==> src/ede_pkg.sv <==
// shared codes and result widths for the edit distance engine
// no dependencies

package ede_pkg;

  localparam int REQ_W = 2;
  localparam int CHAR_W = 8;
  localparam int DIST_W = 6;

  localparam logic [REQ_W-1:0] REQ_FIRST   = 2'd0;
  localparam logic [REQ_W-1:0] REQ_SECOND  = 2'd1;
  localparam logic [REQ_W-1:0] REQ_COMPUTE = 2'd2;

  localparam logic [DIST_W-1:0] DIST_MAX = 6'd63;

endpackage

==> src/edit_distance_engine.sv <==
// levenshtein edit distance engine: string stores, row memory and cell sequencer
// depends on ede_pkg

// Items with req_type first or second append char_value to the first or second
// string store (MAX_LEN bytes each); a character sent to a full store is dropped
// and the overflow flag is raised for the next result. Code 3 is taken and
// ignored. A compute item yields one result item (distance, overflow), then
// clears both lengths and the flag. While a compute runs, req_stall is high. When
// either string is empty the sequencer goes straight to the done state. Otherwise
// the single-row memory is seeded with 0..lb, then each of the la rows writes its
// column zero and takes each cell in two states (S_READ: one read of the row
// memory and second string; S_CELL: one compare, min and write-back): the row
// memory's single write port and the shared min-of-three unit set this schedule.
// Distances above 63 saturate at 63. Loads are taken while a result still waits.

module edit_distance_engine #(
  parameter int MAX_LEN = 32
) (
  input  logic                        clk,
  input  logic                        rst,
  input  logic                        req_valid,
  output logic                        req_stall,
  input  logic [ede_pkg::REQ_W-1:0]   req_type,
  input  logic [ede_pkg::CHAR_W-1:0]  char_value,
  output logic                        res_valid,
  input  logic                        res_stall,
  output logic [ede_pkg::DIST_W-1:0]  distance,
  output logic                        overflow
);

  import ede_pkg::*;

  // lengths and cell values both run 0..MAX_LEN
  localparam int LEN_W = $clog2(MAX_LEN + 1);
  localparam int IDX_W = (MAX_LEN > 1) ? $clog2(MAX_LEN) : 1;
  localparam int CMP_W = (LEN_W > DIST_W) ? LEN_W : DIST_W;

  typedef enum logic [2:0] {
    S_IDLE,
    S_INIT,
    S_ROW_START,
    S_READ,
    S_CELL,
    S_DONE
  } state_t;

  state_t state;

  // string stores and the single working row
  logic [CHAR_W-1:0] first_mem  [MAX_LEN];
  logic [CHAR_W-1:0] second_mem [MAX_LEN];
  logic [LEN_W-1:0]  row_mem    [MAX_LEN+1];

  logic [LEN_W-1:0]  first_length;
  logic [LEN_W-1:0]  second_length;
  logic              overflow_seen;

  // sequencer counters and the recurrence's neighbours
  logic [LEN_W-1:0]  i_cnt;
  logic [LEN_W-1:0]  j_cnt;
  logic [LEN_W-1:0]  left;   // current row, column j-1
  logic [LEN_W-1:0]  diag;   // previous row, column j-1

  // registered read data
  logic [CHAR_W-1:0] a_q;
  logic [CHAR_W-1:0] b_q;
  logic [LEN_W-1:0]  row_q;

  logic              accept;
  logic              out_free;
  logic              first_full;
  logic              second_full;
  logic [IDX_W-1:0]  a_idx;
  logic [IDX_W-1:0]  b_idx;

  // shared min-of-three unit
  logic [LEN_W:0]    up_cost;
  logic [LEN_W:0]    left_cost;
  logic [LEN_W:0]    diag_cost;
  logic [LEN_W:0]    min_ab;
  logic [LEN_W:0]    min_abc;
  logic [LEN_W-1:0]  cell_value;

  // row memory write port
  logic              row_we;
  logic [LEN_W-1:0]  row_waddr;
  logic [LEN_W-1:0]  row_wdata;

  logic [DIST_W-1:0] dist_sat;

  assign req_stall   = (state != S_IDLE);
  assign accept      = req_valid && !req_stall;
  assign out_free    = !res_valid || !res_stall;
  assign first_full  = (first_length == LEN_W'(MAX_LEN));
  assign second_full = (second_length == LEN_W'(MAX_LEN));
  assign a_idx       = IDX_W'(i_cnt - 1'b1);
  assign b_idx       = IDX_W'(j_cnt - 1'b1);

  always_comb begin
    up_cost   = (LEN_W+1)'(row_q) + 1'b1;
    left_cost = (LEN_W+1)'(left) + 1'b1;
    diag_cost = (LEN_W+1)'(diag) + (LEN_W+1)'(a_q != b_q);
    min_ab    = (up_cost < left_cost) ? up_cost : left_cost;
    min_abc   = (min_ab < diag_cost) ? min_ab : diag_cost;
    cell_value = LEN_W'(min_abc);
  end

  // one write a cycle: seed, column zero of a row, or a finished cell
  always_comb begin
    row_we    = 1'b0;
    row_waddr = j_cnt;
    row_wdata = cell_value;
    unique case (state)
      S_INIT: begin
        row_we    = 1'b1;
        row_wdata = j_cnt;
      end
      S_ROW_START: begin
        row_we    = 1'b1;
        row_waddr = '0;
        row_wdata = i_cnt;
      end
      S_CELL: begin
        row_we = 1'b1;
      end
      default: begin
        row_we = 1'b0;
      end
    endcase
  end

  always_comb begin
    if (CMP_W'(left) > CMP_W'(DIST_MAX)) begin
      dist_sat = DIST_MAX;
    end else begin
      dist_sat = DIST_W'(left);
    end
  end

  // memories: registered reads, one write port each
  always_ff @(posedge clk) begin
    if (accept && req_type == REQ_FIRST && !first_full) begin
      first_mem[IDX_W'(first_length)] <= char_value;
    end
    if (accept && req_type == REQ_SECOND && !second_full) begin
      second_mem[IDX_W'(second_length)] <= char_value;
    end
    if (row_we) begin
      row_mem[row_waddr] <= row_wdata;
    end
    a_q   <= first_mem[a_idx];
    b_q   <= second_mem[b_idx];
    row_q <= row_mem[j_cnt];
  end

  // sequencer, lengths and result register
  always_ff @(posedge clk) begin
    if (rst) begin
      state         <= S_IDLE;
      first_length  <= '0;
      second_length <= '0;
      overflow_seen <= 1'b0;
      res_valid     <= 1'b0;
    end else begin
      // the done state drives the flag itself
      if (res_valid && !res_stall && state != S_DONE) begin
        res_valid <= 1'b0;
      end
      unique case (state)
        S_IDLE: begin
          if (accept) begin
            priority if (req_type == REQ_FIRST) begin
              if (first_full) begin
                overflow_seen <= 1'b1;
              end else begin
                first_length <= first_length + 1'b1;
              end
            end else if (req_type == REQ_SECOND) begin
              if (second_full) begin
                overflow_seen <= 1'b1;
              end else begin
                second_length <= second_length + 1'b1;
              end
            end else if (req_type == REQ_COMPUTE) begin
              // an empty string gives the other's length at once
              if (first_length == '0 || second_length == '0) begin
                left  <= (first_length == '0) ? second_length : first_length;
                state <= S_DONE;
              end else begin
                j_cnt <= '0;
                state <= S_INIT;
              end
            end else begin
              // unused code: nothing to do
              state <= S_IDLE;
            end
          end
        end
        S_INIT: begin
          if (j_cnt == second_length) begin
            i_cnt <= LEN_W'(1);
            state <= S_ROW_START;
          end else begin
            j_cnt <= j_cnt + 1'b1;
          end
        end
        S_ROW_START: begin
          left  <= i_cnt;
          diag  <= i_cnt - 1'b1;
          j_cnt <= LEN_W'(1);
          state <= S_READ;
        end
        S_READ: begin
          state <= S_CELL;
        end
        S_CELL: begin
          left <= cell_value;
          diag <= row_q;
          if (j_cnt == second_length) begin
            if (i_cnt == first_length) begin
              state <= S_DONE;
            end else begin
              i_cnt <= i_cnt + 1'b1;
              state <= S_ROW_START;
            end
          end else begin
            j_cnt <= j_cnt + 1'b1;
            state <= S_READ;
          end
        end
        S_DONE: begin
          if (out_free) begin
            res_valid     <= 1'b1;
            distance      <= dist_sat;
            overflow      <= overflow_seen;
            first_length  <= '0;
            second_length <= '0;
            overflow_seen <= 1'b0;
            state         <= S_IDLE;
          end
        end
        default: begin
          state <= S_IDLE;
        end
      endcase
    end
  end

  // cell column stays inside the second string
  a_cell_col: assert property (@(posedge clk) disable iff (rst)
    (state == S_CELL) |-> (j_cnt != '0 && j_cnt <= second_length))
    else $error("cell column out of range");

  // row index stays inside the first string
  a_row_idx: assert property (@(posedge clk) disable iff (rst)
    (state == S_ROW_START) |-> (i_cnt != '0 && i_cnt <= first_length))
    else $error("row index out of range");

  // neighbouring cells of the matrix differ by at most one
  a_neighbours: assert property (@(posedge clk) disable iff (rst)
    (state == S_CELL) |->
      ((LEN_W+1)'(left) <= (LEN_W+1)'(diag) + 1'b1 &&
       (LEN_W+1)'(diag) <= (LEN_W+1)'(left) + 1'b1))
    else $error("left and diagonal cells differ by more than one");

  // a compute on two loaded strings starts the seeding sweep
  a_start: assert property (@(posedge clk) disable iff (rst)
    (accept && req_type == REQ_COMPUTE && first_length != '0 && second_length != '0)
      |=> (state == S_INIT && j_cnt == '0))
    else $error("compute did not start seeding");

  // stores never claim more than their capacity
  a_len: assert property (@(posedge clk) disable iff (rst)
    (first_length <= LEN_W'(MAX_LEN) && second_length <= LEN_W'(MAX_LEN)))
    else $error("string length beyond capacity");

endmodule

==> config.mk <==
export PLATFORM = sky130hd
export DESIGN_NAME = edit_distance_engine
export DESIGN_NICKNAME = d
export VERILOG_FILES = /design/src/ede_pkg.sv /design/src/edit_distance_engine.sv
export SDC_FILE = /design/constraint.sdc
export NUM_CORES = 1
export LEC_CHECK = 0
export ABC_AREA = 1
export BUFFER_PORTS_ARGS = -buffer_cell sky130_fd_sc_hd__buf_2
export CAP_MARGIN = 30
export CORE_ASPECT_RATIO = 0.9
export CORE_MARGIN = 2
export CORE_UTILIZATION = 60
export CTS_BUF_LIST = sky130_fd_sc_hd__clkbuf_2
export CTS_CLUSTER_DIAMETER = 120
export DETAILED_ROUTE_END_ITERATION = 10
export PLACE_DENSITY = 0.77
export SYNTH_ARGS = -nofsm -noshare
export SYNTH_HDL_FRONTEND = slang
export SYNTH_SLANG_ARGS = --single-unit
==> constraint.sdc <==
create_clock -name clk -period 5.84 [get_ports clk]
set_input_delay 0.292 -clock clk [delete_from_list [all_inputs] [get_ports clk]]
set_output_delay 0.292 -clock clk [all_outputs]
set_load 0.1 [all_outputs]
==> qor.yml, run 1 <==
status: "complete, but fails checks"
violations: "DRC"
start_kind: "flop"
setup_viol: 0
place_inst: 3193
ios: 23
clk_pin_slew_worst_paths_ns: 0.13
drt_iter0_markers: 2606
die_area_um2: 55700
critPathArrivalTime_ns: 5.65
setup-tns-final_ns: 0
grt_use_total_pct: 28.0
routed_wl_mm: 77.5
clkSinkCount: 780
dp_hpwl_mm: 44.7
final_util_pct: 65.7
crit_top_cell: "nand2_1"
cpMaxStageDelayCell: "nand2_1"
r2r_start: "row_q[0]"
synth_cell_types: 46
timing.slew.headroom_pct: 29.4
clk_latency_ns: 1.41
antenna_found_initial: 3
critical_path.max_stage_delay_ns: 0.78
ys.flop_type: "edfxtp_1"
viasPerCell: 6.23
pre_cts_ws_ns: 1.29
fin_crit_ns: 4.68
syn_area_um2: 32300
crit_type: "reg2reg"
endpoint_kind: "flop"
yosysTopAreaCellShare_pct: 68.9
reg2reg_setup_slack_ns: 1.16
r2r_end: "row_mem[32][5]"
die_y_um: 224
firstDrtPassIters: 11
total_power_mw: 10.3
ys_top_cells_by_count: "741 x edfxtp_1, 468 x nor2_1, 361 x o21ai_0, 174 x nand2_1, 115 x nand3_1"
synth_edf_count: 741
ir_worst_vdd_mv: 0.216
hold_viol: 0
initial_utilization_pct: 60.8
ys_seq_area_share_pct: 71.3
cap_violations: 0
ys_ff_latch: 780
yosysWarnings: 0
fin_nets: 2753
finClkSkew_ns: 0.0918
post_cts_buffers: 0
grt_overflow: 0
period_share_pct: 80.1
post-route-drc-count: 2
drv_slew: 0
area_delta_synth_final_pct: 8.12
p_leak_nw: 11.6
cts_buffers: 182
grt_pass1_wl_mm: 119
grt_pass1_vias: 21400
synth_async_sr_flop_share_pct: 0
cts_resized: 0
power_density_nw_per_um2: 294
io_buffer_count: 22
syn_inst: 2603
fin_cells: 3548
cts-htree-levels: 4
worstPathCellList: "ha_1 > nand4_1 > nor2_1 > ha_1 > nand2_1 > inv_1 > a21oi_1 > nand2_2 > inv_1 > or2_2 > o21a_1 > inv_1 > ha_1 > a21oi_1 > nor2_1 > a211oi_1 > buf_4 > nand2_1 > nand2_1 > nand3_1 > nand2_1"
die_w_um: 249
syn-num-nets: 2645
crit_fanout: 33
gp_congestion: 0.891
crit_family: "simple AND/OR/NAND/NOR gates"
hp-start: "char_value[2]"
setup_ws_ns: 1.16
worstRegToRegCells: 21
required_ns: 6.81
synth.area.top_cells: "edfxtp_1 69%, o21ai_0 5.6%, nor2_1 5.4%"
antenna_left: 0
cts_tree: "done"
path_buf_inv: 4
clockBufferDepth: 3
fillers: 3851
postCtsHoldBufs: 30
drive_above_1_share_pct: 13.2
holdPathStages: 3
grt_max_degree: 232
fmax_mhz: 214
num_vias: 22100
avgSynthCellArea_um2: 12.4
post_drt_wl_per_cell_um: 21.8
synth_area_leader_cell: "edfxtp_1"
min_to: "second_mem[5][2]"
clockRootBuffer: "clkbuf_2"
core_region_area_um2: 53200
synth.most_common_cell: "edfxtp_1"
tightestPinTransition_ns: 1.06
rows: 80
hp-class: "in2reg"
rsz0062_at_grt: "false"
-- cell families after synthesis --
group           after synthesis  synth area share, %
xor+xnor                     28                0.899
mux                           1               0.0349
buf+inv                     261                 3.34
fa+ha+maj                    28                 1.08
compound gates              692                 13.0
simple gates                813                 10.3
flops                       780                 71.3
-- through the flow --
step,hold WS (ns),instance area (um2)
2_1_floorplan,0.391,32300
3_3_place_gp,0.420,32800
3_5_place_dp,0.424,32900
4_1_cts,0.00497,34900
5_1_grt,0.0628,34900
6_report,0.149,34900
-- metal layers --
metal	track usage, %	part of all wire, %	vias up
met5	0	0	-
met4	11.1	2.5	0
met3	6.48	11	171
met2	42.9	46	1374
met1	39.5	41	10600
li1	-	-	9993
-- worst max path at each step --
stage | from | depth (start not counted) | end
finish | row_q[0] | 21 | row_mem[32][5]
global route | row_q[0] | 21 | row_mem[16][5]
CTS | row_q[0] | 21 | row_mem[16][5]
detailed placement | row_q[0] | 21 | row_mem[11][5]
global placement | left[0] | 21 | row_mem[10][5]
floorplan | left[0] | 20 | row_mem[0][0]
-- worst reg2reg max path, delay by kind of cell, from the launching register on --
family / cells / cell delay, ns
buf+inv: 4 / 0.45
fa+ha+maj: 3 / 0.80
simple gates: 10 / 1.90
flops: 1 / 0.44
compound gates: 4 / 0.71
-- registers in the layout (all words and copies together) (netlist names), 3 cells and up --
| name | cells |
|---|---|
| first_mem | 256 |
| second_mem | 256 |
| row_mem | 198 |
| a_q | 8 |
| b_q | 8 |
| diag | 6 |
| distance | 6 |
| first_length | 6 |
| i_cnt | 6 |
| j_cnt | 6 |
| left | 6 |
| row_q | 6 |
| second_length | 6 |
| state | 3 |
-- power breakdown --
part	switching (mW)	total [mW]	leakage [nW]	internal [mW]
Combinational	0.396	0.527	3.40	0.130
Clock	2.10	3.50	1.23	1.40
Sequential	0.0148	6.24	6.99	6.23
Total	2.51	10.3	11.6	7.76
-- layout by cell type (no fill, tap or decap), types with 31 or more instances in the layout --
| cell type | instances |
|---|---|
| a21oi_1 | 46 |
| buf_4 | 31 |
| clkbuf_2 | 256 |
| clkinv_1 | 45 |
| dfxtp_1 | 39 |
| edfxtp_1 | 741 |
| inv_1 | 78 |
| nand2_1 | 174 |
| nand3_1 | 115 |
| nor2_1 | 468 |
| o211ai_1 | 83 |
| o21ai_0 | 361 |
| o221ai_1 | 87 |
| o22ai_1 | 77 |
-- final cells by class --
type                            instances  area, um2  share of cell area [%]
Antenna cell                            8       20.0                  0.0573
Clock buffer                          255       1280                    3.65
Clock inverter                         61        385                    1.10
Inverter                               97        370                    1.06
Multi-Input combinational cell       1562       8210                    23.5
Sequential cell                       780      23000                    66.0
Tap cell                              697        872                    2.50
Timing Repair Buffer                   88        756                    2.16
Power figures use the tool's default switching activity.
==> run 2: changes to the inputs <==
- CORE_UTILIZATION: 60 -> 59
- PLACE_DENSITY: 0.77 -> 0.79
- clock period: 5.84 -> 4.3 ns (I/O delays scaled with it)
==> run 2 against run 1 <==
- the flow now finishes without violations
- count of clock-buffer cells in the layout grew 8
- register-to-register slack lost 0.80 ns
- sequential share of layout area shrank 0.54 points
- via count grew 0.14%
- non-clock buffer count grew 18
- sequential power grew 36%
- clock power grew 41%
- clock skew shrank 0.014 ns
- sequential cell count is the same
- combinational power grew 46%
- design area grew 0.83%
- largest power group unchanged
==> qor.yml, run 2 (synthesized netlist as in run 1, its figures left out) <==
status: "finished, final reports clean"
rsz0062_at_grt: "false"
routed_wl_mm: 77.3  # -0.23%
cts_buffers: 182  # unchanged
gp_congestion: 0.895  # +0.43%
total_power_mw: 14.2  # +38%
cpMaxStageDelayCell: "dfxtp_1"
clkSinkCount: 780  # unchanged
fin_area_um2: 35200  # +0.83%
fin_cells: 3584  # +1.0%
r2r_start: "row_q[3]"
tightestPinTransition_ns: 1.05  # -0.00534 ns
finClkSkew_ns: 0.0775  # -0.0143 ns
start_kind: "flop"
drive_above_1_share_pct: 14.1  # +0.96 points
fillers: 3889  # +0.99%
fmax_mhz: 254  # +19%
dr.max_layer_used: "met5"
fin_crit_ns: 3.94  # -0.741 ns
post_drt_wl_per_cell_um: 21.6  # -1.2%
fin_nets: 2771  # +0.65%
clockRootBuffer: "clkbuf_2"
critical_path.max_stage_delay_ns: 0.45  # -0.33 ns
required_ns: 5.44  # -1.37 ns
grt_max_degree: 105  # -55%
ios: 23  # unchanged
firstDrtPassIters: 6  # -5
viasPerCell: 6.18  # -0.86%
reg_top3: "first_mem: 256 flops, second_mem: 256 flops, row_mem: 198 flops"
initial_utilization_pct: 59.6  # -1.2 points
power_density_nw_per_um2: 403  # +37%
grt_pass1_vias: 21400  # -0.070%
holdPathStages: 7  # +4
reg2reg_setup_slack_ns: 0.36  # -0.80 ns
timing.slew.headroom_pct: 30.0  # +0.53 points
cap_violations: 0  # unchanged
wl_met2_mm: 35.9  # +0.49%
drt_iter0_markers: 2726  # +4.6%
holdWs_ns: 0.201  # +0.0514 ns
clk_latency_ns: 1.37  # -0.04 ns
crit_top_cell: "nand2_1"
p_leak_nw: 11.8  # +1.4%
die_y_um: 226  # +0.83%
met3_length_mm: 8.67  # +5.4%
ir_worst_vdd_mv: 0.285  # +32%
antenna_found_initial: 3  # unchanged
hp-class: "in2reg"
num_vias: 22200  # +0.14%
worstRegToRegCells: 22  # +4.8%
clk_pin_slew_worst_paths_ns: 0.12  # about the same
die_area_um2: 56600  # +1.7%
area_delta_synth_final_pct: 9.01
io_buffer_count: 22  # unchanged
grt_use_total_pct: 27.5  # -0.56 points
core_region_area_um2: 54200  # +2.0%
setup-tns-final_ns: 0  # unchanged
antenna_left: 0  # unchanged
placed_area_um2: 33000  # +0.24%
worstPathCellList: "inv_1 > nor3_1 > xor2_1 > ha_1 > nand2_1 > inv_1 > a21oi_2 > nand2_2 > inv_2 > or2_2 > o21a_1 > inv_1 > ha_1 > a21oi_1 > nor2_1 > a211oi_1 > buf_4 > nand2_1 > nand2_1 > nand3_1 > nand2_1 > buf_12"
period_share_pct: 91.5  # +11 points
dp_hpwl_mm: 44.6  # -0.25%
r2r_end: "row_mem[9][4]"
grt_overflow: 0  # unchanged
crit_type: "reg2reg"
cts_tree: "done"
min_to: "j_cnt[2]"
final_cell_mix: "741 x edfxtp_1, 468 x nor2_1, 361 x o21ai_0"
endpoint_kind: "flop"
rows: 81  # +1.3%
setup_viol: 0  # unchanged
worstSetupStartpoint: "row_q[3]"
cts-htree-levels: 4  # unchanged
crit_fanout: 33  # unchanged
place_inst: 3212  # +0.60%
final_util_pct: 64.9  # -0.76 points
wl_met1_mm: 30.7  # -2.6%
hp-start: "req_type[1]"
drv_slew: 0  # unchanged
grt_pass1_wl_mm: 119  # -0.57%
die_w_um: 251  # +0.83%
clockBufferDepth: 3  # unchanged
setup_ws_ns: 0.364  # -0.799 ns
post-route-drc-count: 0  # -2
critPathArrivalTime_ns: 5.08  # -0.57 ns
hold_viol: 0  # unchanged
final_common_cell: "edfxtp_1"
pre_cts_ws_ns: 0.259  # -1.03 ns
-- run 2: cell types whose count changed in the layout (fill, tap and decap cells not counted), moves of 2 or more --
cell / delta
buf_4: +11
clkbuf_2: +7
dlygate4sd3_1: +6
diode_2: -5
clkinv_2: +5
clkinvlp_4: +2
inv_2: +2
-- run 2: power breakdown --
part,leakage [nW],switching [mW],internal [mW]
clock network,1.30,2.93,2.02
registers,6.99,0.0219,8.45
logic,3.50,0.552,0.220
-- run 2: layer usage --
layer	GRT usage, %	up-vias
met5	0	-
met4	10.7	2
met3	7.04	169
met2	42.0	1384
met1	38.2	10600
li1	-	10000
-- run 2: how the worst max path moves through the flow --
stage,slack (ns),depth (start not counted),end
detailed placement,0.26,22,row_mem[15][4]
global route,0.02,22,row_mem[32][1]
CTS,0.19,22,row_mem[9][4]
global placement,0.39,22,row_mem[15][4]
floorplan,0.34,20,row_mem[0][1]
finish,0.36,22,row_mem[9][4]
-- run 2: critical path, delay by kind of cell, from the launching register on --
kind	cells	cell delay, ns
AOI/OAI and AO/OA	4	0.63
xor gates and xnor gates	1	0.29
adders and majority gates	2	0.58
buffers and inverters	6	0.69
DFF	1	0.45
and+or+nand+nor	9	1.06
-- run 2: cell type report --
cell class / count / area [um2] / area share [%]
multi-input combinational: 1562 / 8220 / 23.3
tap: 705 / 882 / 2.51
clock inverter: 68 / 447 / 1.27
inverter: 97 / 370 / 1.05
clock buffer: 263 / 1320 / 3.74
sequential: 780 / 23000 / 65.4
antenna: 3 / 7.51 / 0.0213
timing repair buffer: 106 / 936 / 2.66
-- run 2: timing repair --
action	4_1_cts	5_1_grt
endpoints found under the hold margin	609	0
resized for setup	0	20
endpoints found under the setup margin	0	198
buffers inserted	0	3
hold buffers	34	0
